File: config.mk
export PLATFORM = sky130hd
export DESIGN_NAME = tsm_ram
export DESIGN_NICKNAME = d
export VERILOG_FILES = /design/src/rtl/core/tsm_ram.sv
export SDC_FILE = /design/constraint.sdc
export NUM_CORES = 1
export LEC_CHECK = 0
export BUFFER_PORTS_ARGS = -buffer_cell sky130_fd_sc_hd__buf_2
export CORE_ASPECT_RATIO = 1.25
export CORE_UTILIZATION = 55
export DETAILED_ROUTE_END_ITERATION = 10
export PLACE_DENSITY = 0.81
export SYNTH_ARGS = -nofsm -noshare
export SYNTH_HDL_FRONTEND = slang
export SYNTH_SLANG_ARGS = --single-unit
File: constraint.sdc
create_clock -name clk -period 3.2 [get_ports clk]
set_input_delay 0.16 -clock clk [delete_from_list [all_inputs] [get_ports clk]]
set_output_delay 0.16 -clock clk [all_outputs]
set_load 0.03 [all_outputs]
File: src/rtl/core/tsm_ram.sv
`default_nettype none

module tsm_ram #(
    parameter int WIDTH = 8,
    parameter int DEPTH = 16
) (
    input  wire logic                               clk,
    input  wire logic                               we,
    input  wire logic [((DEPTH > 1) ? $clog2(DEPTH) : 1)-1:0] waddr,
    input  wire logic [WIDTH-1:0]                   wdata,
    input  wire logic [((DEPTH > 1) ? $clog2(DEPTH) : 1)-1:0] raddr,
    output logic      [WIDTH-1:0]                   rdata
);

    logic [WIDTH-1:0] mem [DEPTH];

    always_ff @(posedge clk)
    begin
        if (we)
        begin
            mem[waddr] <= wdata;
        end
        rdata <= mem[raddr];
    end

endmodule

`default_nettype wire

# Yosys cells after proc, flatten, opt, wreduce, memory -nomap -nowiden
# Memory sizes are Yosys's and may differ from the RTL's. A register that Yosys moved wholly into a read port is not among the register bits.
# Index checks and enable logic that the tools add are counted.
[totals] out_inout_bits=8 regBits=0 latchBits=0 wordCells=3 memories=1 mem_bits_ro=0 ram_bits=128
[memory_table] memory="mem" depth=16 word_bits=8 read_ports=1 rd_clocked_by_memory_dff=1 wr=1 line_no="15" source="logic [WIDTH-1:0] mem [DEPTH];"
[classes] muxes=2 eq_ne=0 reduce_logical=0 order_cmp=0 mul=0 n_shift=0 div=0 add_sub_neg=0 bitwise_logic=0
[op_table] op="1-bit 2-to-1 mux" n=2

# Depth between registers and ports, before layout
# Gate-level depths: netlist (run 1).
[depth] depth_word=2 mapped_depth=5 depth_no_buf=3

# Worst setup path before layout (run 1)
# OpenSTA, ideal clock, no wires.
[synth_path] kind="input -> register" from="in waddr[2] in the netlist's numbering" to="mem mem[0][0] (enable)" n_path_buf=0 path_stages=2 setup_slack_ns=1.547 arrival_time_ns=1.270 required_ns=2.817 cell_sequence="or3b_2 nor3_1"
[synth_rtl] element="start: declaration" line_no="9" source="input wire logic [((DEPTH > 1) ? $clog2(DEPTH) : 1)-1:0] waddr,"
[synth_rtl] element="end: declaration" line_no="15"
# Straight into the memory's write port.

==> results.toml, run 1 <==
[logic_synthesis]
syn-mean-instance-area_sq_um = 22.5
yosysWarningCount = 0
netlist-cell-type-count = 19
syn-instance-count = 229
sequential_area_share_after_synthesis = 0.778
synthesis.nets = 247
yosysTopAreaCellShare = 0.747
netlist_area_sq_um = 5150
synthTopCellsByArea = "sky130_fd_sc_hd__edfxtp_1 75%, sky130_fd_sc_hd__mux4_2 7.9%, sky130_fd_sc_hd__mux4_1 7.1%"
ys_seq_elements = 136
netlist.top_cell.by_area = "sky130_fd_sc_hd__edfxtp_1"

[layout]
fin_nets = 287
fin_area_sq_um = 6070
drive_gt1_frac = 0.277
layoutNonFillerInstCount = 405
layout.core_utilization = 0.665
antenna-diode-count = 0
synthToLayoutAreaGrowth_pct = 17.8

[floorplan]
fp.dieH_um = 110
initial_utilization = 0.564
floorplan.die.width_um = 88.5
design.portCount = 26
core_area_sq_um = 9130
die_area_sq_um = 9750
std_cell_rows = 39

[routing]
detailedRoute.firstPassIterationCount = 4
route.detailed.drc = 0
detailedRoute.firstIterationViolations = 207
drt-vias-per-instance = 6.01
postRouteWirelength_um = 9740
avgRoutedWirePerCell_um = 24.1
detailroute.via_count = 2433
route.antenna.remaining_nets = 0

[clock_tree]
htree_levels = 4
cts-buffers-inserted = 17
numClockSinks = 136
clk_root_buffer_cell = "sky130_fd_sc_hd__clkbuf_16"
worst_skew_pair.late_latency_ps = 410
ctsResizeCount = 0
post_cts_hold_buffer_count = 0
tritoncts_clock_tree = "done"
cts_max_path_buffers = 2
clk_pin_slew_worst_paths_ps = 60
postCtsSetupRepairBufs = 0

[place]
final_hpwl_from_detailed_placement_um = 5840
placement.io_buffers = 25
placement.cell_area_sq_um = 5390
dp_cells = 373
place_congestion = 0.741

[timing]
finalMaxSlewViolations = 0
finalHoldViolCount = 0
hold-worst-slack_ps = 134
slew_limit_headroom = 0.374
clock_skew_ps = 5.83
finalSetupTns_ps = 0
max_slew.worst_pin.slew_ps = 936
rsz0062_at_grt = "no"
finalSetupViolCount = 0
finalWorstPathRequiredPeriod_ps = 1500
max_freq_ghz = 0.666
layout_worst_path_cycle_share = 0.469

[power_and_ir_drop]
power_density_nw_per_um2 = 730
power.ir.vdd_worst_mv = 0.513
leakage_uw = 0.00205

[worst_setup_path]
path_cells = "buf_2, buf_4, mux4_1, a22oi_1, nand2_1"
maximum_fanout_count_along_the_critical_path = 16
cpPeakStageDelay_ps = 610
data_required_time_at_the_worst_endpoint_ps = 3480
timing.critical_path.from_type = "input pin"
slowest_stage_cell_on_the_critical_path = "sky130_fd_sc_hd__mux4_1"
setup.worst_path.end_class = "flop"
worst_ep_arrival_time_ps = 1780
path_class = "in2reg"

[global_route]
grt_overflow = 0
number_of_antenna_violations_at_the_first_check_in_global_routing = 0
grt_util_overall = 0.225
grt_pass1_vias = 2510
global_route_wire_length_before_repair_um = 14400
grt_max_degree = 33

[worst_hold_path]
worst_hold_path_type = "in2reg"

[run]
max-cap-violations = 0

[status]
run_status = "finished, final reports clean"
==> logic make-up (layout without fill, tap and decap cells) <==
group | count (synthesis) | after routing | synth area share
mux | 32 | 32 | 0.150
compound gates | 16 | 16 | 0.0233
simple gates | 35 | 35 | 0.0318
buf+inv | 10 | 63 | 0.0168
flops | 136 | 136 | 0.778
==> critical path: cells and delay by family <==
family,cells,cell delay [ps]
buffers and inverters,2,630
muxes,1,610
AOI/OAI and AO/OA,1,260
and+or+nand+nor,1,120
==> cells in the final DEF (no fill, tap or decap) <==
cell and instances:
sky130_fd_sc_hd__mux4_1 14, sky130_fd_sc_hd__nand3_1 1, sky130_fd_sc_hd__nand2b_1 2, sky130_fd_sc_hd__a22oi_1 16, sky130_fd_sc_hd__mux4_2 18, sky130_fd_sc_hd__nand2_1 9
sky130_fd_sc_hd__clkinv_2 1, sky130_fd_sc_hd__nor3_1 4, sky130_fd_sc_hd__bufinv_16 7, sky130_fd_sc_hd__and2b_1 1, sky130_fd_sc_hd__clkinv_1 4, sky130_fd_sc_hd__nor2b_1 1
sky130_fd_sc_hd__buf_4 6, sky130_fd_sc_hd__buf_2 25, sky130_fd_sc_hd__or3b_2 1, sky130_fd_sc_hd__clkinvlp_4 1, sky130_fd_sc_hd__clkbuf_16 17, sky130_fd_sc_hd__nor2_1 13
sky130_fd_sc_hd__nand3b_1 2, sky130_fd_sc_hd__edfxtp_1 128, sky130_fd_sc_hd__dfxtp_1 8, sky130_fd_sc_hd__clkinv_4 2, sky130_fd_sc_hd__and2_1 1
==> metal layers <==
layer,up-vias,wire length (um),global-route usage
met5,-,0,0
met4,0,161,0.112
met3,15,348,0.0499
met2,80,5290,0.373
met1,1282,3950,0.282
li1,1056,-,-
==> layout make-up <==
type | instances | area (sq um)
sequential | 136 | 4000
fill | 594 | 3060
multi-input combinational | 83 | 1060
clock buffer | 17 | 425
clock inverter | 15 | 255
timing repair buffer | 31 | 170
tap | 123 | 154
==> registers in the layout (all words and copies together) (netlist names) <==
| name | cells |
|---|---|
| mem | 128 |
| rdata | 8 |
==> Yosys cell counts <==
master                              n
sky130_fd_sc_hd__a22oi_1           16
sky130_fd_sc_hd__and2_1             1
sky130_fd_sc_hd__and2b_1            1
sky130_fd_sc_hd__buf_2              3
sky130_fd_sc_hd__buf_4              1
sky130_fd_sc_hd__buf_6              3
sky130_fd_sc_hd__clkdlybuf4s25_2    3
sky130_fd_sc_hd__dfxtp_1            8
sky130_fd_sc_hd__edfxtp_1         128
sky130_fd_sc_hd__mux4_1            14
sky130_fd_sc_hd__mux4_2            18
sky130_fd_sc_hd__nand2_1            9
sky130_fd_sc_hd__nand2b_1           2
sky130_fd_sc_hd__nand3_1            1
sky130_fd_sc_hd__nand3b_1           2
sky130_fd_sc_hd__nor2_1            13
sky130_fd_sc_hd__nor2b_1            1
sky130_fd_sc_hd__nor3_1             4
sky130_fd_sc_hd__or3b_2             1
==> where the power goes <==
group          internal [uW]  leakage (uW)  total (uW)  switching (uW)
clock                   1530      0.000327        2220             696
combinational           73.6      0.000501         198             124
sequential              1990       0.00122        2000            11.7
total                   3590       0.00205        4430             832
==> final timing paths <==
kind / startpoint / to / slack [ps] / depth (start not counted)
setup / recovery: raddr[0] / rdata[5]$_DFF_P_ / 1700 / 5
hold / removal: wdata[5] / mem[14][5]$_DFFE_PP_ / 130 / 1
setup reg to reg: mem[3][6]$_DFFE_PP_ / rdata[6]$_DFF_P_ / 1770 / 3
hold reg to reg: mem[12][2]$_DFFE_PP_ / rdata[2]$_DFF_P_ / 690 / 3
==> through the flow <==
stage | total power (uW) | setup slack (ps)
3_5_place_dp | 2240 | 1320
3_3_place_gp | 2230 | 1310
2_1_floorplan | 2160 | 1550
5_1_grt | 4530 | 1580
4_1_cts | 4440 | 1690
6_report | 4430 | 1700
Power figures use the tool's default switching activity.
==> inputs of run 2 (changes only) <==
Clock period 3.2 ns to 1.5 ns, I/O delays scaled along.
==> run 2 against run 1 <==
Effect of this change: global-route usage rose by 1.3 points; sequential cell count unchanged; clock-buffer cell count grew 3; total power increased by 110%; register-to-register slack worse by 1700 ps; sequential power increased by 110%; highest routed layer unchanged; non-clock buffer count rose by 24; worst hold slack worse by 94 ps; largest cell class unchanged.
==> results.toml, run 2 (synthesis gave the netlist of run 1 again) <==
[global_route]
grt_overflow = 0
globalRoute.busiestLayer = "met2"
use_met3 = 0.0856
global_route_wire_length_before_repair_um = 15100
grt_max_degree = 17
grt_util_overall = 0.238
gr-usage-met2 = 0.373
gr-usage-met1 = 0.291
grt_pass1_vias = 2623
number_of_antenna_violations_at_the_first_check_in_global_routing = 0

[layout]
final_cell_mix = "128 x sky130_fd_sc_hd__edfxtp_1, 26 x sky130_fd_sc_hd__buf_4, 25 x sky130_fd_sc_hd__buf_2, 18 x sky130_fd_sc_hd__mux4_2, 17 x sky130_fd_sc_hd__clkbuf_16"
registers.top_by_ff_count = "mem"
layoutNonFillerInstCount = 429
fin_nets = 311
drive_gt1_frac = 0.346
fin_area_sq_um = 6270
largest_reg_flops = 128
fillers = 553
layout_top_registers = "mem (128), rdata (8)"
antenna-diode-count = 0
layout_commonest_cell = "sky130_fd_sc_hd__edfxtp_1"
synthToLayoutAreaGrowth_pct = 21.8

[place]
dp_cells = 397
placement.cell_area_sq_um = 5620
final_hpwl_from_detailed_placement_um = 6310
placement.io_buffers = 25
place_congestion = 0.772

[clock_tree]
clk_root_buffer_cell = "sky130_fd_sc_hd__clkbuf_16"
cts-buffers-inserted = 17
numClockSinks = 136
post_cts_hold_buffer_count = 0
clk_pin_slew_worst_paths_ps = 60
postCtsSetupRepairBufs = 0
cts_max_path_buffers = 2
worst_skew_pair.late_latency_ps = 420
htree_levels = 4
tritoncts_clock_tree = "done"

[status]
run_status = "finished, final reports clean"

[worst_setup_path]
worst_ep_arrival_time_ps = 1730
data_required_time_at_the_worst_endpoint_ps = 1800
maximum_fanout_count_along_the_critical_path = 1
timing.critical_path.from_type = "flop"
setup.worst_path.end_class = "flop"
path_class = "reg2reg"

[power_and_ir_drop]
power_density_nw_per_um2 = 1470
finalPower_uw = 9230
power.ir.vdd_worst_mv = 1.35
leakage_uw = 0.00219

[floorplan]
design.portCount = 26
core_area_sq_um = 9130
initial_utilization = 0.564
floorplan.die.width_um = 88.5
fp.dieH_um = 110
std_cell_rows = 39
die_area_sq_um = 9750

[timing]
slew_limit_headroom = 0.735
rsz0062_at_grt = "no"
finalHoldViolCount = 0
hold-worst-slack_ps = 40.3
clock_skew_ps = 6.52
max_freq_ghz = 0.699
layout_worst_path_cycle_share = 0.953
finalSetupViolCount = 0
finalMaxSlewViolations = 0
finalWorstPathRequiredPeriod_ps = 1430
max_slew.worst_pin.slew_ps = 398

[routing]
detailedRoute.firstIterationViolations = 240
avgRoutedWirePerCell_um = 23.7
postRouteWirelength_um = 10100
route.antenna.remaining_nets = 0
detailedRoute.firstPassIterationCount = 5
route.detailed.drc = 0
detailroute.via_count = 2597
drt-vias-per-instance = 6.05

[run]
max-cap-violations = 0

[worst_hold_path]
worst_hold_path_type = "in2reg"
[run 2: cell types whose count changed in the layout (fill, tap and decap cells not counted)]
cell / change
sky130_fd_sc_hd__nor3_2: +1
sky130_fd_sc_hd__a22oi_1: -1
sky130_fd_sc_hd__clkbuf_1: +2
sky130_fd_sc_hd__clkinv_1: -4
sky130_fd_sc_hd__clkinv_2: +2
sky130_fd_sc_hd__a22oi_2: +1
sky130_fd_sc_hd__inv_6: +1
sky130_fd_sc_hd__clkbuf_8: +1
sky130_fd_sc_hd__buf_4: +20
sky130_fd_sc_hd__nor3_1: -1
sky130_fd_sc_hd__bufinv_16: -2
sky130_fd_sc_hd__buf_12: +4
[run 2: path summary, 6_finish.rpt]
check                       start                  end  slack, ps  cells after the start
min                      wdata[1]  mem[6][1]$_DFFE_PP_         40                      1
min reg2reg  mem[15][4]$_DFFE_PP_     rdata[4]$_DFF_P_        670                      3
max reg2reg   mem[1][0]$_DFFE_PP_     rdata[0]$_DFF_P_         70                      3
max           mem[1][0]$_DFFE_PP_     rdata[0]$_DFF_P_         70                      3
[run 2: layout make-up]
cell class                      count  area (sq um)  area share
Timing Repair Buffer               55           400      0.0638
Multi-Input combinational cell     83          1070       0.170
Clock inverter                     12           199      0.0317
Clock buffer                       20           447      0.0712
Tap cell                          123           154      0.0245
Sequential cell                   136          4000       0.638
[run 2: worst max-delay path, cell delays in order, from the launching register on]
cell and delay (ps):
sky130_fd_sc_hd__edfxtp_1 400, sky130_fd_sc_hd__mux4_1 570, sky130_fd_sc_hd__a22oi_2 240, sky130_fd_sc_hd__nand2_1 100
[run 2: metrics by stage]
step            util  setup TNS, ps  worst slack (ps)
3_3_place_gp   0.616          -34.0             -34.0
4_1_cts        0.687              0              31.0
5_1_grt        0.687              0              28.5
6_report       0.687              0              70.1
3_5_place_dp   0.616          -37.3             -21.8
2_1_floorplan      -              0               159
[run 2: metal layers]
| metal | part of all wire | vias to the layer above |
|---|---|---|
| li1 | - | 1103 |
| met1 | 0.39 | 1334 |
| met2 | 0.52 | 134 |
| met3 | 0.067 | 26 |
| met4 | 0.029 | 0 |
| met5 | 0 | - |
[run 2: timing repair]
item                       in CTS  in global routing
hold endpoints to repair        0                  0
setup endpoints to repair       0                  1
resized for setup               0                  1
[run 2: report_power, final]
part	internal, uW	switching [uW]	leakage (uW)
Clock	2990	1500	0.000314
Sequential	4250	28.0	0.00122
Combinational	190	275	0.000649
Total	7430	1800	0.00219
==> inputs of run 3 (changes only) <==
Settings changed: CAP_MARGIN from default to 30, CORE_MARGIN from default to 5, SETUP_SLACK_MARGIN from default to 0.4.
==> run 3 against run 2 <==
Effect of this change: clock-buffer cell count is 1 lower; clock power fell by 23%; routed wire length decreased by 9.6%; worst hold slack improved by 0.80 ps; clock skew is essentially flat; sequential share of layout area grew 1.9 points; total power is 11% lower; die area grew 17%; critical path depth did not move; highest routed layer unchanged; largest power group is now registers.
==> results.toml, run 3 (synthesis gave the netlist of run 1 again) <==
[timing]
finalMaxSlewViolations = 0
hold-worst-slack_ps = 41.1
rsz0062_at_grt = "yes"
max_freq_ghz = 0.810
clock_skew_ps = 6.70
finalSetupViolCount = 0
slew_limit_headroom = 0.683
finalHoldViolCount = 0
finalSetupTns_ps = 0
finalWorstPathRequiredPeriod_ps = 1230
layout_worst_path_cycle_share = 0.823
max_slew.worst_pin.slew_ps = 475

[routing]
route.detailed.drc = 0
avgRoutedWirePerCell_um = 21.9
detailedRoute.firstPassIterationCount = 4
postRouteWirelength_um = 9180
drt-vias-per-instance = 5.77
route.antenna.remaining_nets = 0
detailroute.via_count = 2424
detailedRoute.firstIterationViolations = 182

[clock_tree]
clk_pin_slew_worst_paths_ps = 60
post_cts_hold_buffer_count = 0
postCtsSetupRepairBufs = 0
cts-buffers-inserted = 17
htree_levels = 4
clk_root_buffer_cell = "sky130_fd_sc_hd__clkbuf_16"
worst_skew_pair.late_latency_ps = 410
numClockSinks = 136
ctsResizeCount = 9
cts_max_path_buffers = 2
tritoncts_clock_tree = "done"

[floorplan]
floorplan.die.width_um = 96.5
die_area_sq_um = 11400
initial_utilization = 0.564
design.portCount = 26
core_area_sq_um = 9130
fp.dieH_um = 118
std_cell_rows = 39

[power_and_ir_drop]
leakage_uw = 0.00202
power_density_nw_per_um2 = 1350
power.ir.vdd_worst_mv = 0.919

[layout]
multi_input_gate_area_in_the_final_layout_sq_um = 1110
drive_gt1_frac = 0.407
regArea_sq_um = 4000
layout_top_registers = "mem (128), rdata (8)"
registers.top_by_ff_count = "mem"
antenna-diode-count = 0
synthToLayoutAreaGrowth_pct = 18.4
final_cell_mix = "128 x sky130_fd_sc_hd__edfxtp_1, 32 x sky130_fd_sc_hd__mux4_2, 25 x sky130_fd_sc_hd__buf_2, 17 x sky130_fd_sc_hd__clkbuf_16, 17 x sky130_fd_sc_hd__buf_4"
layout_commonest_cell = "sky130_fd_sc_hd__edfxtp_1"
fin_nets = 302
fillers = 581
largest_reg_flops = 128

[worst_setup_path]
crit-reg2reg-capture = "rdata[1]$_DFF_P_"
worst_r2r_path_depth = 3
maximum_fanout_count_along_the_critical_path = 1
reg2reg_slack_ps = 270
path_class = "reg2reg"
r2r_start = "mem[11][1]$_DFFE_PP_"
timing.critical_path.from_type = "flop"
setup.worst_path.end_class = "flop"
data_required_time_at_the_worst_endpoint_ps = 1800
worst_ep_arrival_time_ps = 1530

[run]
max-cap-violations = 0

[worst_hold_path]
holdPathEnd = "mem[2][7]$_DFFE_PP_"
worst_hold_path_type = "in2reg"
whs_path_depth = 1
timing.hold.worst.start = "wdata[7]"

[global_route]
grt_max_degree = 33
number_of_antenna_violations_at_the_first_check_in_global_routing = 0
global_route_wire_length_before_repair_um = 14800
grt_pass1_vias = 2627
grt_util_overall = 0.186
grt_overflow = 0

[place]
placement.io_buffers = 25
place_congestion = 0.720
final_hpwl_from_detailed_placement_um = 6070

[status]
run_status = "finished, final reports clean"
run 3: layer usage:
| metal | global-route usage | up-vias | routed length (um) |
|---|---|---|---|
| li1 | - | 1074 | - |
| met1 | 0.242 | 1259 | 3610 |
| met2 | 0.289 | 76 | 4890 |
| met3 | 0.0565 | 15 | 501 |
| met4 | 0.0833 | 0 | 174 |
| met5 | 0 | - | 0 |
run 3: power breakdown:
group / internal (uW) / total [uW] / switching (uW) / leakage, uW
Sequential: 4250 / 4280 / 24.1 / 0.00122
Clock: 2050 / 3450 / 1400 / 0.000243
Combinational: 195 / 477 / 282 / 0.000553
run 3: critical path: stages (launching register included):
cell                       delay (ps)
sky130_fd_sc_hd__edfxtp_1         360
sky130_fd_sc_hd__mux4_2           490
sky130_fd_sc_hd__a22oi_2          180
sky130_fd_sc_hd__nand2_1           80
run 3: through the flow:
stage | setup WS (ps) | cells | area (sq um) | power [uW] | utilization
floorplan | 292 | 229 | 5180 | 4640 | -
finish | 266 | 420 | 6090 | 8200 | 0.668
detailed placement | 34.0 | 388 | 5550 | 4820 | 0.608
global placement | 70.8 | 388 | 5550 | 4800 | 0.608
global route | 194 | 420 | 6090 | 8470 | 0.668
CTS | 249 | 420 | 6090 | 8250 | 0.667
run 3: how the worst max path moves through the flow:
| stage | end | slack (ps) | from |
|---|---|---|---|
| 3_5_place_dp | rdata[6]$_DFF_P_ | 30 | raddr[0] |
| 4_1_cts | rdata[6]$_DFF_P_ | 250 | mem[10][6]$_DFFE_PP_ |
| 2_1_floorplan | mem[0][0]$_DFFE_PP_ | 290 | waddr[2] |
| 3_3_place_gp | rdata[6]$_DFF_P_ | 70 | raddr[0] |
| 5_1_grt | rdata[1]$_DFF_P_ | 190 | mem[3][1]$_DFFE_PP_ |
| 6_report | rdata[1]$_DFF_P_ | 270 | mem[11][1]$_DFFE_PP_ |
run 3: layout make-up:
| cell class | count | share of cell area |
|---|---|---|
| clock buffers | 19 | 0.0710 |
| flip-flops and latches | 136 | 0.657 |
| clock inverters | 13 | 0.0105 |
| multi-input cells | 83 | 0.182 |
| repair buffers | 46 | 0.0546 |
| well taps | 123 | 0.0253 |
