[config.mk]
export PLATFORM = sky130hd
export DESIGN_NAME = tsm_div
export DESIGN_NICKNAME = d
export VERILOG_FILES = /design/src/rtl/core/tsm_pkg.sv /design/src/rtl/core/tsm_div.sv
export SDC_FILE = /design/constraint.sdc
export NUM_CORES = 1
export LEC_CHECK = 0
export ABC_AREA = 1
export ABC_CLOCK_PERIOD_IN_PS = 2700
export BUFFER_PORTS_ARGS = -buffer_cell sky130_fd_sc_hd__buf_2
export CAP_MARGIN = 40
export CORE_MARGIN = 1
export CORE_UTILIZATION = 50
export DETAILED_ROUTE_END_ITERATION = 7
export GPL_TIMING_DRIVEN = 0
export PLACE_DENSITY = 0.75
export SETUP_SLACK_MARGIN = 0.05
export SLEW_MARGIN = 20
export SYNTH_ARGS = -nofsm -noshare
export SYNTH_HDL_FRONTEND = slang
export SYNTH_SLANG_ARGS = --single-unit
[constraint.sdc]
create_clock -name clk -period 2.7 [get_ports clk]
set_input_delay 0.27 -clock clk [delete_from_list [all_inputs] [get_ports clk]]
set_output_delay 0.27 -clock clk [all_outputs]
set_load 0.03 [all_outputs]
[src/rtl/core/tsm_pkg.sv]
`default_nettype none

package tsm_pkg;

    localparam int DEF_MAX_ENTRIES = 16;

    localparam int TICK_W  = 31;
    localparam int BAR_W   = 24;
    localparam int NUM_W   = 6;
    localparam int DEN_W   = 7;
    localparam int MEAS_W  = 19;
    localparam int TPQ_W   = 11;
    localparam int BEAT_W  = 6;
    localparam int SUB_W   = 13;
    localparam int TB_W    = 13;
    localparam int REQ_W   = 3;
    localparam int STAT_W  = 3;

    // Operand widths of the shared divider.
    localparam int DVD_W   = 31;
    localparam int DVS_W   = 19;

    localparam int S_DATA_W = 136;
    localparam int M_DATA_W = 80;

    localparam logic [TPQ_W-1:0]  TPQ_RESET = 11'd480;
    localparam logic [TICK_W-1:0] TICK_MAX  = 31'h7FFF_FFFF;
    localparam logic [BAR_W-1:0]  BAR_MAX   = 24'hFF_FFFF;

    localparam logic [REQ_W-1:0] REQ_ADD     = 3'd0;
    localparam logic [REQ_W-1:0] REQ_DELETE  = 3'd1;
    localparam logic [REQ_W-1:0] REQ_TO_BAR  = 3'd2;
    localparam logic [REQ_W-1:0] REQ_TO_TICK = 3'd3;
    localparam logic [REQ_W-1:0] REQ_INSERT  = 3'd4;
    localparam logic [REQ_W-1:0] REQ_REMOVE  = 3'd5;

    localparam logic [STAT_W-1:0] ST_OK        = 3'd0;
    localparam logic [STAT_W-1:0] ST_NOT_FOUND = 3'd1;
    localparam logic [STAT_W-1:0] ST_BAD_DIV   = 3'd2;
    localparam logic [STAT_W-1:0] ST_FULL      = 3'd3;
    localparam logic [STAT_W-1:0] ST_ZERO_SIG  = 3'd4;

    typedef struct packed {
        logic [MEAS_W-1:0] meas;
        logic [BAR_W-1:0]  bar;
        logic [DEN_W-1:0]  nden;
        logic [NUM_W-1:0]  nnum;
        logic [DEN_W-1:0]  den;
        logic [NUM_W-1:0]  num;
        logic [TICK_W-1:0] tick;
    } entry_t;

endpackage

`default_nettype wire

[src/rtl/core/tsm_div.sv]
`default_nettype none

module tsm_div
    import tsm_pkg::*;
(
    input  wire logic             clk,
    input  wire logic             rst_n,
    input  wire logic             start,
    input  wire logic [DVD_W-1:0] dividend,
    input  wire logic [DVS_W-1:0] divisor,
    output logic                  done,
    output logic      [DVD_W-1:0] quotient,
    output logic      [DVS_W-1:0] remainder
);

    localparam int CNT_W = $clog2(DVD_W);

    logic             busy_reg, busy_next;
    logic             done_reg, done_next;
    logic [CNT_W-1:0] cnt_reg, cnt_next;
    logic [DVD_W-1:0] quo_reg, quo_next;
    logic [DVS_W-1:0] rem_reg, rem_next;
    logic [DVS_W-1:0] dvs_reg, dvs_next;
    logic             zero_reg, zero_next;

    logic [DVS_W:0]   shifted;
    logic [DVS_W:0]   diff;
    logic             ge;

    // One quotient bit per cycle; the dividend shifts out the top of quo_reg
    // while quotient bits shift in at the bottom.
    assign shifted = {rem_reg, quo_reg[DVD_W-1]};
    assign diff    = shifted - {1'b0, dvs_reg};
    assign ge      = (shifted >= {1'b0, dvs_reg});

    always_comb
    begin
        busy_next = busy_reg;
        done_next = 1'b0;
        cnt_next  = cnt_reg;
        quo_next  = quo_reg;
        rem_next  = rem_reg;
        dvs_next  = dvs_reg;
        zero_next = zero_reg;
        if (busy_reg)
        begin
            quo_next = {quo_reg[DVD_W-2:0], ge};
            rem_next = ge ? diff[DVS_W-1:0] : shifted[DVS_W-1:0];
            cnt_next = cnt_reg + 1'b1;
            if (cnt_reg == CNT_W'(DVD_W - 1))
            begin
                busy_next = 1'b0;
                done_next = 1'b1;
            end
        end
        else if (start)
        begin
            busy_next = 1'b1;
            cnt_next  = '0;
            quo_next  = dividend;
            rem_next  = '0;
            dvs_next  = divisor;
            zero_next = (divisor == '0);
        end
    end

    always_ff @(posedge clk or negedge rst_n)
    begin
        if (!rst_n)
        begin
            busy_reg <= 1'b0;
            done_reg <= 1'b0;
            cnt_reg  <= '0;
        end
        else
        begin
            busy_reg <= busy_next;
            done_reg <= done_next;
            cnt_reg  <= cnt_next;
        end
    end

    always_ff @(posedge clk)
    begin
        quo_reg  <= quo_next;
        rem_reg  <= rem_next;
        dvs_reg  <= dvs_next;
        zero_reg <= zero_next;
    end

    // A zero divisor yields a zero quotient.
    assign done      = done_reg;
    assign quotient  = zero_reg ? '0 : quo_reg;
    assign remainder = rem_reg;

endmodule

`default_nettype wire

Word level (Yosys, flattened, before mapping):

Cells that the tools add are included.

* $add $sub $neg: 2
* $lt $le $gt $ge: 1
* equality and inequality tests: 1
* mux-type cells: 13
* bitwise logic cells: 1
* reduce and logical (&&, ||, !) cells: 3

Operator list (number)
* 2-to-1 mux 31 bit: 3
* 2-to-1 mux 19 bit: 3
* greater-or-equal comparator 20 x 19 -> 1 bit: 1
* logical NOT 19 bit: 1
* subtractor 19 bit: 1
* 2-to-1 mux 5 bit: 2
* adder 5 x 1 -> 5 bit (second input constant): 1
* == test 5 bit (second input constant): 1
* 2-to-1 mux 1 bit: 5
* AND reduction 2 bit: 1
* nonzero test 2 bit: 1
* inverter 1 bit: 1

* register bits: 77
* output and inout bits: 51

Logic depth before layout (Yosys ltp):

Gate-level depths: netlist of the first run.

* depth in word-level cells: 3
* mapped depth: 14
* depth with buffers taken out: 14

Least setup slack after synthesis of the first run:

No wires, ideal clock.

* path kind: flip-flop to flip-flop
* start: register rem_reg[0], in the netlist remainder[0]
* end: register rem_reg[4], in the netlist remainder[4], data pin
* library setup time: 0.256 ns
* arrival time: 2.020 ns
* data required time: 2.444 ns
* slack: 0.424 ns
* stages on the path, launching flop included: 14
* buffers on the path: 1
* clock period less this slack: 2.276 ns
* path through: edfxtp_1 inv_1 fa_1 inv_1 nand3_1 nand3_1 nand2_1 nand3_2 nand2_1 nand2_4 inv_2 buf_6 nor2_1 nor2_1

* cells in the longest elaborated chain, start to end: 3
* elaborated cells on any way between the ends: 4
* classes of those cells: add/sub (1); order compare (1); mux (2)

Ends and longest elaborated chain
* start, declared: RTL line tsm_div.sv:22 `logic [DVS_W-1:0] rem_reg, rem_next;`
* start signal, assigned: RTL line tsm_div.sv:86 `rem_reg <= rem_next;`
* subtractor 19 bit or greater-or-equal comparator 20 x 19 -> 1 bit (tied branches): RTL line tsm_div.sv:33, tsm_div.sv:34
* 2-to-1 mux 19 bit (*): RTL line tsm_div.sv:48 `rem_next = ge ? diff[DVS_W-1:0] : shifted[DVS_W-1:0];`
* 2-to-1 mux 19 bit (*): RTL line tsm_div.sv:45 `if (busy_reg)`

Mark *: on every way between the ends. The rest lies on a longest branch, timed or not.
A chain may end at the register's enable or synchronous reset.

Worst setup path in the final report of the first run:

* start: register quo_reg[30]
* end: register rem_reg[10], in the netlist remainder[10], data pin

* cells in the longest elaborated chain, start to end: 3
* elaborated cells on any way between the ends: 4
* classes of those cells: add/sub (1); order compare (1); mux (2)

Ends and longest elaborated chain
* start, declared: RTL line tsm_div.sv:21 `logic [DVD_W-1:0] quo_reg, quo_next;`
* start signal, assigned: RTL line tsm_div.sv:85 `quo_reg <= quo_next;`
* subtractor 19 bit or greater-or-equal comparator 20 x 19 -> 1 bit (tied branches): RTL line tsm_div.sv:33, tsm_div.sv:34
* 2-to-1 mux 19 bit (*): RTL line tsm_div.sv:48
* 2-to-1 mux 19 bit (*): RTL line tsm_div.sv:45

Marks and branches as above.

==> metrics.md, run 1 <==
| Metric | Value |
|---|---|
| Status | `finished with violations` |
| Violated checks | `DRC` |
| Hold path startpoint | `divisor[6]` |
| Hold/Removal Path Class | `in -> reg` |
| P_leak | `about 2.7 nW` |
| Max-slew headroom | `between 50% and 60%` |
| Chip width | `just under 100 um` |
| CP max FO | `10` |
| Ys Warns | `0` |
| Post-synthesis net count | `roughly 640` |
| DP Area | `5250 sq um` |
| Synth top area share | `a little under half` |
| Slew @ Worst Pin | `between 0.6 and 0.7 ns` |
| Core region area | `8810 sq um` |
| Syn Inst Count | `roughly 560` |
| Max Cap Viol | `0` |
| TritonCTS Buffers | `9` |
| Final net count | `~760` |
| Worst reg2reg setup slack | `between 0.2 and 0.3 ns` |
| Top area cells in the synthesized netlist | `edfxtp_1 (46%), nand2_1 (10%), inv_1 (7.9%)` |
| Hold depth | `1` |
| Hold Path End | `dvs_reg[6]` |
| VDD IR max | `about 0.00068 V` |
| Clk_lat worst skew | `approximately 0.35 ns` |
| Routed Antenna Nets | `0` |
| Drt wl/cell | `between 10 and 15 um` |
| First-pass GRT wire length | `18500 um` |
| Area grow syn2layout | `18.9%` |
| FP Rows | `34` |
| Most frequent cells in the layout | `nand2_1 (124), buf_2 (104), inv_1 (95), nor2_1 (95), edfxtp_1 (70)` |
| Vias in the first global route | `4066` |
| Hold Vio Cnt, Final | `0` |
| Post-route cell area | `~5400 sq um` |
| Synth async-reset ratio | `a little under a tenth` |
| Register area share after synthesis | `roughly half` |
| Reg-to-Reg End | `remainder[10]` |
| DRT Wirelength | `~11000 um` |
| Fmax | `between 0.4 and 0.5 GHz` |
| Pre-Repair DR Iteration Count | `7` |
| Max reg flops | `31` |
| Die height | `97.7 um` |
| Finished Layout Cells | `just under 800` |
| Setup WS pre-CTS | `around 0.21 ns` |
| Reg clk slew, reported paths | `around 0.080 ns` |
| Most used DFF post-synth | `edfxtp_1` |
| Htree depth | `3` |
| Clock Skew | `about 0.014 ns` |
| Post-synthesis cell area | `between 4000 and 5000 sq um` |
| Initial core utilization | `approximately half` |
| Clock Sinks | `77` |
| Largest net degree at the start of global routing | `28` |
| Inserted Diodes | `0` |
| # setup viols final | `0` |
| Kind of end point of the critical path | `register` |
| Tmin final | `about 2.4 ns` |
| Placed insts | `about 780` |
| Cell taking the most area after synthesis | `edfxtp_1` |
| Setup WS post-layout | `about 0.26 ns` |
| Vias | `4075` |
| Die ar. | `~9500 sq um` |
| Power density over the cells | `roughly 1300 nW/um^2` |
| IO buf count | `slightly above 100` |
| Critical Path AT | `roughly 2.5 ns` |
| Synth Register Bits | `between 70 and 80` |
| TritonCTS clock tree | `yes` |
| Layout cells sized above 1 | `between 15 and 20%` |
| Setup tns final | `0 ns` |
| Worst reg2reg path startpoint | `quo_reg[30]` |
| R2r worst-path depth | `14` |
| DR DRC count | `2` |
| Commonest non-fill, non-tap cell in the layout | `nand2_1` |
| Period utilization | `about nine tenths` |
| Max-slew violations | `0` |
| Number of synthesized flops with an enable pin | `70` |
| Via-per-instance ratio | `~5.1` |
| Mean post-synth cell area | `8.13 sq um` |
| CP Launch Type | `register` |
| CP required | `about 2.8 ns` |
| Setup CP Type | `reg -> reg` |
| Unrepaired setup endpoints after global routing | `no` |
| IO Pins | `between 100 and 150` |
| Overall routing resource usage | `24.6%` |
| DR iter-0 viols | `~200` |
| GPL Wtd Cong | `0.935` |
| CTS max path bufs | `2` |
| Count of different cell masters after synthesis | `31` |
| Initial antenna violation count | `0` |
| Hpwl dp | `8470 um` |
| Grt total ovfl | `0` |
| CTS Root Cell | `clkbuf_8` |
==> power by group <==
group / switching [W] / total [W] / internal [W]
Combinational: 0.00263 / 0.00389 / 0.00125
Sequential: 0.000260 / 0.00227 / 0.00201
Clock: 0.000422 / 0.000757 / 0.000335
Total: 0.00332 / 0.00692 / 0.00360
==> critical path: stages (launching register included) <==
cell	delay, ns
edfxtp_1	0.35
inv_1	0.06
ha_1	0.22
fa_1	0.42
inv_1	0.11
nand3_1	0.08
nand3_2	0.12
nand2_1	0.08
nand3_2	0.10
nand2_1	0.11
nand2_4	0.16
inv_2	0.07
buf_6	0.15
nor2_1	0.10
nor2_1	0.06
==> cells by family (layout without fill, tap and decap cells) <==
group,Yosys count,in the layout,share of synthesized area [%]
buffers and inverters,113,235,9.79
adder cells (fa/ha/maj),22,22,6.18
AO/OA/AOI/OAI,77,77,8.78
XOR/XNOR,9,9,1.72
flip-flops,77,77,49.8
AND/OR/NAND/NOR,265,265,23.8
==> cells in the mapped netlist, types with 3 or more instances <==
library cell,count
o21ai_1,9
buf_6,3
xor2_1,8
nand4_1,3
nor4_1,5
inv_1,96
o21ai_0,45
dfrtp_1,7
clkbuf_1,11
nand3_1,25
ha_1,21
nor2_1,95
nor3_1,4
edfxtp_1,70
a21oi_1,17
nand2_1,124
==> routing by layer <==
| metal | up-vias | share of wire, % | GRT usage, % |
|---|---|---|---|
| met1 | 1860 | 44 | 31.2 |
| met4 | 0 | 2.4 | 11.5 |
| met2 | 146 | 48 | 40.9 |
| met5 | - | 0 | 0 |
| li1 | 2044 | - | - |
| met3 | 25 | 6.3 | 4.24 |
==> how the worst max path moves through the flow <==
stage,from,to,slack [ns],cells past startpoint
global route,quo_reg[30],remainder[7],0.08,14
finish,quo_reg[30],remainder[10],0.26,14
detailed placement,quo_reg[30],remainder[10],0.21,14
floorplan,remainder[0],remainder[4],0.42,13
global placement,quo_reg[30],remainder[17],0.25,14
CTS,quo_reg[30],remainder[10],0.20,14
==> area by class of cell <==
cell class                 count  area (sq um)
buffer                        15          80.1
clock buffer                  12           135
clock inverter                 4          27.5
fill                         769          3370
inverter                      98           368
multi-input combinational    373          1860
sequential                    77          2280
tap                          108           135
timing repair buffer         106           561
==> metrics by stage <==
stage          total power [W]  util, %  hold slack [ns]
2_1_floorplan          0.00511        -          -0.0256
3_3_place_gp           0.00601     59.3            0.107
3_5_place_dp           0.00612     59.6            0.110
6_report               0.00692     61.8            0.108
4_1_cts                0.00688     61.5           0.0968
5_1_grt                0.00749     61.8           0.0994
==> what timing repair did <==
action / CTS / global route
resized for setup: 0 / 1
endpoints found under the setup margin: 0 / 10
endpoints found under the hold margin: 7 / 0
hold buffers: 1 / 0
buffers inserted: 0 / 0
(Power assumes the default switching activity.)
==> run 2: changes to the inputs <==
--- a/config.mk
+++ b/config.mk
@@ -9,11 +9,13 @@
 export ABC_CLOCK_PERIOD_IN_PS = 2700
 export BUFFER_PORTS_ARGS = -buffer_cell sky130_fd_sc_hd__buf_2
 export CAP_MARGIN = 40
+export CORE_ASPECT_RATIO = 1.5
 export CORE_MARGIN = 1
 export CORE_UTILIZATION = 50
 export DETAILED_ROUTE_END_ITERATION = 7
 export GPL_TIMING_DRIVEN = 0
 export PLACE_DENSITY = 0.75
+export REMOVE_ABC_BUFFERS = 1
 export SETUP_SLACK_MARGIN = 0.05
 export SLEW_MARGIN = 20
 export SYNTH_ARGS = -nofsm -noshare
==> run 2 against run 1 <==
Effect of this change: the run now ends clean; count of clock-buffer cells in the layout decreased by 1; sequential share of layout area decreased by 0.34 points; die area about the same; wire length decreased by 5.8%; combinational power down 3%; clock power up 39%; cell count fell by 1.6%; global-route usage down 1.5 points; power is 2.6% higher; largest cell class unchanged.
==> metrics.md, run 2 (synthesis gave the netlist of run 1 again) <==
| Metric | Value |
|---|---|
| Initial antenna violation count | `0` |
| CP cell instances | `inv_1 -> ha_1 -> fa_1 -> inv_1 -> nand3_1 -> nand3_1 -> nand2_1 -> nand3_2 -> nand2_2 -> nand2_8 -> inv_2 -> nor2_1 -> nor2_1` |
| Hpwl dp | `7850 um` |
| Die ar. | `9550 sq um` |
| Core Util, Final | `62.1%` |
| Reg-to-Reg End | `remainder[2]` |
| Fmax | `0.408 GHz` |
| CP top delay family | `simple AND/OR/NAND/NOR gates` |
| TritonCTS clock tree | `yes` |
| Hold Path End | `dvs_reg[6]` |
| Layout cells sized above 1 | `about a fifth` |
| Crit path max-delay cell type | `fa_1` |
| VDD IR max | `a little under 0.0006 V` |
| CTS max path bufs | `2` |
| Overall routing resource usage | `23.1%` |
| Clock Sinks | `77` |
| Reg clk slew, reported paths | `about 0.05 ns` |
| Vias | `4015` |
| Largest net degree at the start of global routing | `56` |
| Hold path startpoint | `divisor[6]` |
| Vias in the first global route | `between 3000 and 4000` |
| Pre-Repair DR Iteration Count | `6` |
| Setup WS pre-CTS | `between 0.07 and 0.08 ns` |
| P_leak | `about 2.7 nW` |
| Final net count | `~740` |
| Most frequent cells in the layout | `nand2_1 (123), buf_2 (103), nor2_1 (95)` |
| CP Launch Type | `register` |
| Worst reg2reg setup slack | `around 0.25 ns` |
| Overall Power | `0.00710 W` |
| IO Pins | `~100` |
| Drt wl/cell | `13.3 um` |
| Routed Antenna Nets | `0` |
| Setup WS post-layout | `around 0.25 ns` |
| Period utilization | `90.9%` |
| Die height | `119 um` |
| Slew @ Worst Pin | `0.804 ns` |
| Commonest non-fill, non-tap cell in the layout | `nand2_1` |
| Clock Skew | `0.00914 ns` |
| Setup CP Type | `reg -> reg` |
| Status | `complete, no violations` |
| Tmin final | `2.45 ns` |
| DRT Wirelength | `between 10000 and 15000 um` |
| Max-slew violations | `0` |
| First-pass GRT wire length | `about 17000 um` |
| Hold Vio Cnt, Final | `0` |
| DR DRC count | `0` |
| Hold/Removal Path Class | `in -> reg` |
| WP buf/inv | `3` |
| CP max FO | `14` |
| Chip width | `80.1 um` |
| FP Rows | `42` |
| CP required | `2.79 ns` |
| Clk_lat worst skew | `0.34 ns` |
| Via-per-instance ratio | `a little over 5` |
| Initial core utilization | `about half` |
| Postcts setup bufs | `0` |
| GPL Wtd Cong | `0.958` |
| Power Internal | `0.00384 W` |
| R2r worst-path depth | `13` |
| Placed insts | `around 760` |
| Grt total ovfl | `0` |
| Hold depth | `1` |
| Slowest stage delay, CP | `0.42 ns` |
| IO buf count | `between 100 and 150` |
| Reg power frac | `~32%` |
| Worst reg2reg path startpoint | `quo_reg[30]` |
| P_sw | `about 0.0033 W` |
| # fillers | `about 800` |
| Area grow syn2layout | `19.9%` |
| Htree depth | `3` |
| Max Cap Viol | `0` |
| Logic pwr share | `about 53%` |
| Unrepaired setup endpoints after global routing | `no` |
| TritonCTS Buffers | `9` |
| Core region area | `8830 sq um` |
| Finished Layout Cells | `780` |
| CTS Root Cell | `clkbuf_16` |
| DR iter-0 viols | `approximately 280` |
| Max reg flops | `31` |
| Power density over the cells | `1290 nW/um^2` |
| Max-slew headroom | `roughly 46%` |
| Switching part of the total power | `46.0%` |
| Critical Path AT | `2.54 ns` |
| Inserted Diodes | `0` |
| Clk pwr share | `between 10% and 20%` |
| Kind of end point of the critical path | `register` |
| # setup viols final | `0` |
[run 2: cell count changes in the layout (fill, tap and decap cells not counted), moves of 2 or more]
| cell | delta |
|---|---|
| clkbuf_16 | +9 |
| buf_6 | -3 |
| clkbuf_1 | -12 |
| clkbuf_8 | -9 |
| clkinv_4 | -2 |
[run 2: final cells by class]
| cell class | count | area (sq um) | area share [%] |
|---|---|---|---|
| Clock buffer | 11 | 233 | 4.24 |
| Clock inverter | 3 | 15.0 | 0.274 |
| Inverter | 98 | 368 | 6.71 |
| Multi-Input combinational cell | 374 | 1870 | 34.2 |
| Sequential cell | 77 | 2280 | 41.5 |
| Tap cell | 110 | 138 | 2.51 |
| Timing Repair Buffer | 107 | 581 | 10.6 |
[run 2: worst max path at each step]
| stage | from | endpoint | slack [ns] | cells after the start |
|---|---|---|---|---|
| after floorplan | busy_reg | dvs_reg[0] | 0.19 | 3 |
| after global placement | busy_reg | dvs_reg[5] | -0.57 | 3 |
| after detailed placement | quo_reg[30] | remainder[2] | 0.08 | 13 |
| after CTS | quo_reg[30] | remainder[2] | 0.08 | 13 |
| after global routing | quo_reg[30] | remainder[7] | 0.1 | 13 |
| final | quo_reg[30] | remainder[2] | 0.25 | 13 |
[run 2: power groups by stage]
stage | logic [W] | registers, W | clock network [W]
after CTS | 0.00370 | 0.00230 | 0.00106
final | 0.00376 | 0.00229 | 0.00105
after detailed placement | 0.00368 | 0.00232 | 0
after global placement | 0.00357 | 0.00230 | 0
after floorplan | 0.00248 | 0.00254 | 0
after global routing | 0.00420 | 0.00235 | 0.00110
[run 2: routing by layer]
layer	share of wire, %	vias up	track usage [%]
met3	5.6	39	3.91
met4	3.9	0	12.9
met2	51	152	40.4
li1	-	2025	-
met1	39	1799	26.0
met5	0	-	0
[run 2: repair_timing]
action,CTS,global route
setup endpoints to repair,0,14
hold buffers,1,0
resized for setup,0,2
hold endpoints to repair,7,0
[run 2: stage by stage]
step	area, sq um	hold WS, ns	TNS [ns]
after floorplan	4500	-0.0256	0
after global placement	5150	0.109	-22.69
after detailed placement	5200	0.111	0
after CTS	5460	0.119	0
after global routing	5480	0.127	0
final	5480	0.122	0
==> run 3: changes to the inputs <==
--- a/config.mk
+++ b/config.mk
@@ -6,12 +6,13 @@
 export NUM_CORES = 1
 export LEC_CHECK = 0
 export ABC_AREA = 1
-export ABC_CLOCK_PERIOD_IN_PS = 2700
+export ABC_CLOCK_PERIOD_IN_PS = 2400
 export BUFFER_PORTS_ARGS = -buffer_cell sky130_fd_sc_hd__buf_2
 export CAP_MARGIN = 40
 export CORE_ASPECT_RATIO = 1.5
 export CORE_MARGIN = 1
 export CORE_UTILIZATION = 50
+export CTS_CLUSTER_SIZE = 30
 export DETAILED_ROUTE_END_ITERATION = 7
 export GPL_TIMING_DRIVEN = 0
 export PLACE_DENSITY = 0.75
==> constraint.sdc (replaced) <==
create_clock -name clk -period 2.4 [get_ports clk]
set_input_delay 0.24 -clock clk [delete_from_list [all_inputs] [get_ports clk]]
set_output_delay 0.24 -clock clk [all_outputs]
set_load 0.03 [all_outputs]
==> run 3 against run 2 <==
Effect of this change: first-iteration DRC count increased by 7.4%; count of clock-buffer cells in the layout stayed put; cell count increased by 0.38%; fmax increased by 9.5%; worst hold slack got worse by 0.028 ns; clock power is 12% higher; via count decreased by 0.12%.
==> metrics.md, run 3 (synthesis gave the netlist of run 1 again) <==
| Metric | Value |
|---|---|
| Via-per-instance ratio | `5.12` |
| DR iter-0 viols | `304` |
| Hpwl dp | `7850 um` |
| Clock Sinks | `77` |
| # setup viols final | `0` |
| Max-slew violations | `0` |
| Routed Antenna Nets | `0` |
| Period utilization | `slightly above 90%` |
| IO buf count | `103` |
| Overall Power | `~0.008 W` |
| DR DRC count | `0` |
| Tmin final | `~2.2 ns` |
| Overall routing resource usage | `a little under a quarter` |
| Core region area | `between 8000 and 9000 sq um` |
| Critical path endpoint | `remainder[2]` |
| Inserted Diodes | `0` |
| TritonCTS clock tree | `yes` |
| CP cell instances | `ha_1 -> nand2_1 -> nor2_4 -> nand3_1 -> o21ai_2 -> nor2_4 -> buf_4 -> nand2_8 -> inv_4 -> nor2_1 -> nor2_1` |
| Clk_lat worst skew | `approximately 0.34 ns` |
| Initial core utilization | `roughly half` |
| GRT busiest layer | `met2` |
| CP top delay family | `simple AND/OR/NAND/NOR gates` |
| Max Cap Viol | `0` |
| Hold Vio Cnt, Final | `0` |
| GR Util met3 | `under 10%` |
| VDD IR max | `around 0.00067 V` |
| Setup CP Type | `reg -> reg` |
| Worst reg2reg path startpoint | `remainder[11]` |
| CTS Root Cell | `clkbuf_16` |
| Power density over the cells | `approximately 1500 nW/um^2` |
| Area grow syn2layout | `21.8%` |
| FP Rows | `between 40 and 50` |
| Reg-to-Reg End | `remainder[2]` |
| Slew @ Worst Pin | `roughly 0.46 ns` |
| Slowest stage delay, CP | `~0.45 ns` |
| Unrepaired setup endpoints after global routing | `yes` |
| CP required | `2.49 ns` |
| Vias | `roughly 4000` |
| Fmax | `~0.45 GHz` |
| Max reg flops | `31` |
| Worst Setup SP | `remainder[11]` |
| CP Depth | `11` |
| Critical Path AT | `around 2.3 ns` |
| Chip width | `80.1 um` |
| Max-slew headroom | `a little over two thirds` |
| Worst reg2reg setup slack | `~0.16 ns` |
| Met1 GRT Util | `26.6%` |
| Kind of end point of the critical path | `register` |
| Vias in the first global route | `~4000` |
| Setup WS pre-CTS | `-0.223 ns` |
| Clock Skew | `between 0.009 and 0.01 ns` |
| Met2 global-route usage | `roughly 41%` |
| TritonCTS Buffers | `9` |
| GPL Wtd Cong | `around 0.96` |
| Hold/Removal Path Class | `in -> reg` |
| Setup tns final | `0 ns` |
| WP buf/inv | `2` |
| IO Pins | `approximately 100` |
| Commonest non-fill, non-tap cell in the layout | `nand2_1` |
| Die ar. | `around 9500 sq um` |
| First-pass GRT wire length | `roughly 17000 um` |
| P_leak | `2.71 nW` |
| Grt total ovfl | `0` |
| Final net count | `roughly 750` |
| CP max FO | `12` |
| R2r worst-path depth | `11` |
| Die height | `approximately 120 um` |
| Layout cells sized above 1 | `about 22%` |
| Crit path max-delay cell type | `edfxtp_1` |
| Initial antenna violation count | `0` |
| DRT Wirelength | `10600 um` |
| Pre-Repair DR Iteration Count | `5` |
| Htree depth | `3` |
| Most frequent cells in the layout | `nand2_1 (123), buf_2 (103), nor2_1 (94)` |
| Drt wl/cell | `13.6 um` |
| Setup WS post-layout | `~0.16 ns` |
| CP Launch Type | `register` |
| Largest net degree at the start of global routing | `56` |
| Status | `complete, no violations` |
| Reg clk slew, reported paths | `0.05 ns` |
| Final hold slack | `between 0.09 and 0.1 ns` |
| CTS max path bufs | `2` |
run 3: changes by cell type in the layout (fill, tap and decap cells not counted), sizes merged:
cell,change
buf,+2
clkinvlp,+1
inv,-1
nand2,+1
run 3: worst min-delay path by stage:
| stage | from | to | slack, ns | cells after the start |
|---|---|---|---|---|
| 2_1_floorplan | rst_n | busy_reg | -0.06 | 0 |
| 3_3_place_gp | rst_n | done | 0.08 | 1 |
| 3_5_place_dp | rst_n | done | 0.08 | 1 |
| 4_1_cts | divisor[6] | dvs_reg[6] | 0.09 | 1 |
| 5_1_grt | divisor[17] | dvs_reg[17] | 0.1 | 1 |
| 6_report | divisor[6] | dvs_reg[6] | 0.09 | 1 |
run 3: metal layers:
layer	share of wire (%)	routed length, um
met5	0	0
met4	3.8	405
met3	5.4	576
met2	51	5470
met1	39	4180
run 3: per-stage QoR:
step                cell area, sq um  std cells  util [%]
floorplan                       4500        548         -
global placement                5150        761      58.3
detailed placement              5200        764      58.9
CTS                             5520        781      62.5
global route                    5570        783      63.1
finish                          5570        783      63.1
run 3: power by group:
part | switching (W) | internal, W | total, W
Sequential | 0.000328 | 0.00227 | 0.00260
Clock | 0.000493 | 0.000683 | 0.00118
Combinational | 0.00292 | 0.00146 | 0.00438
run 3: what timing repair did:
action / in CTS / in global routing
buffers inserted: 0 / 2
pin swaps: 1 / 1
endpoints found under the setup margin: 40 / 20
gates resized for setup: 7 / 11
cloned: 2 / 0
hold endpoints to repair: 7 / 0
hold buffers: 1 / 0
run 3: cell type report:
class | instances | area (sq um)
clock buffers | 11 | 233
clock inverters | 3 | 15.0
fillers | 777 | 3260
inverters | 98 | 374
multi-input cells | 375 | 1940
flip-flops and latches | 77 | 2280
well taps | 110 | 138
repair buffers | 109 | 596
run 3: worst reg2reg max path: cells and delay by family, from the launching register on:
family | cells | cell delay, ns
compound gates | 1 | 0.18
fa+ha+maj | 1 | 0.44
buf+inv | 2 | 0.24
flops | 1 | 0.45
simple gates | 7 | 0.69
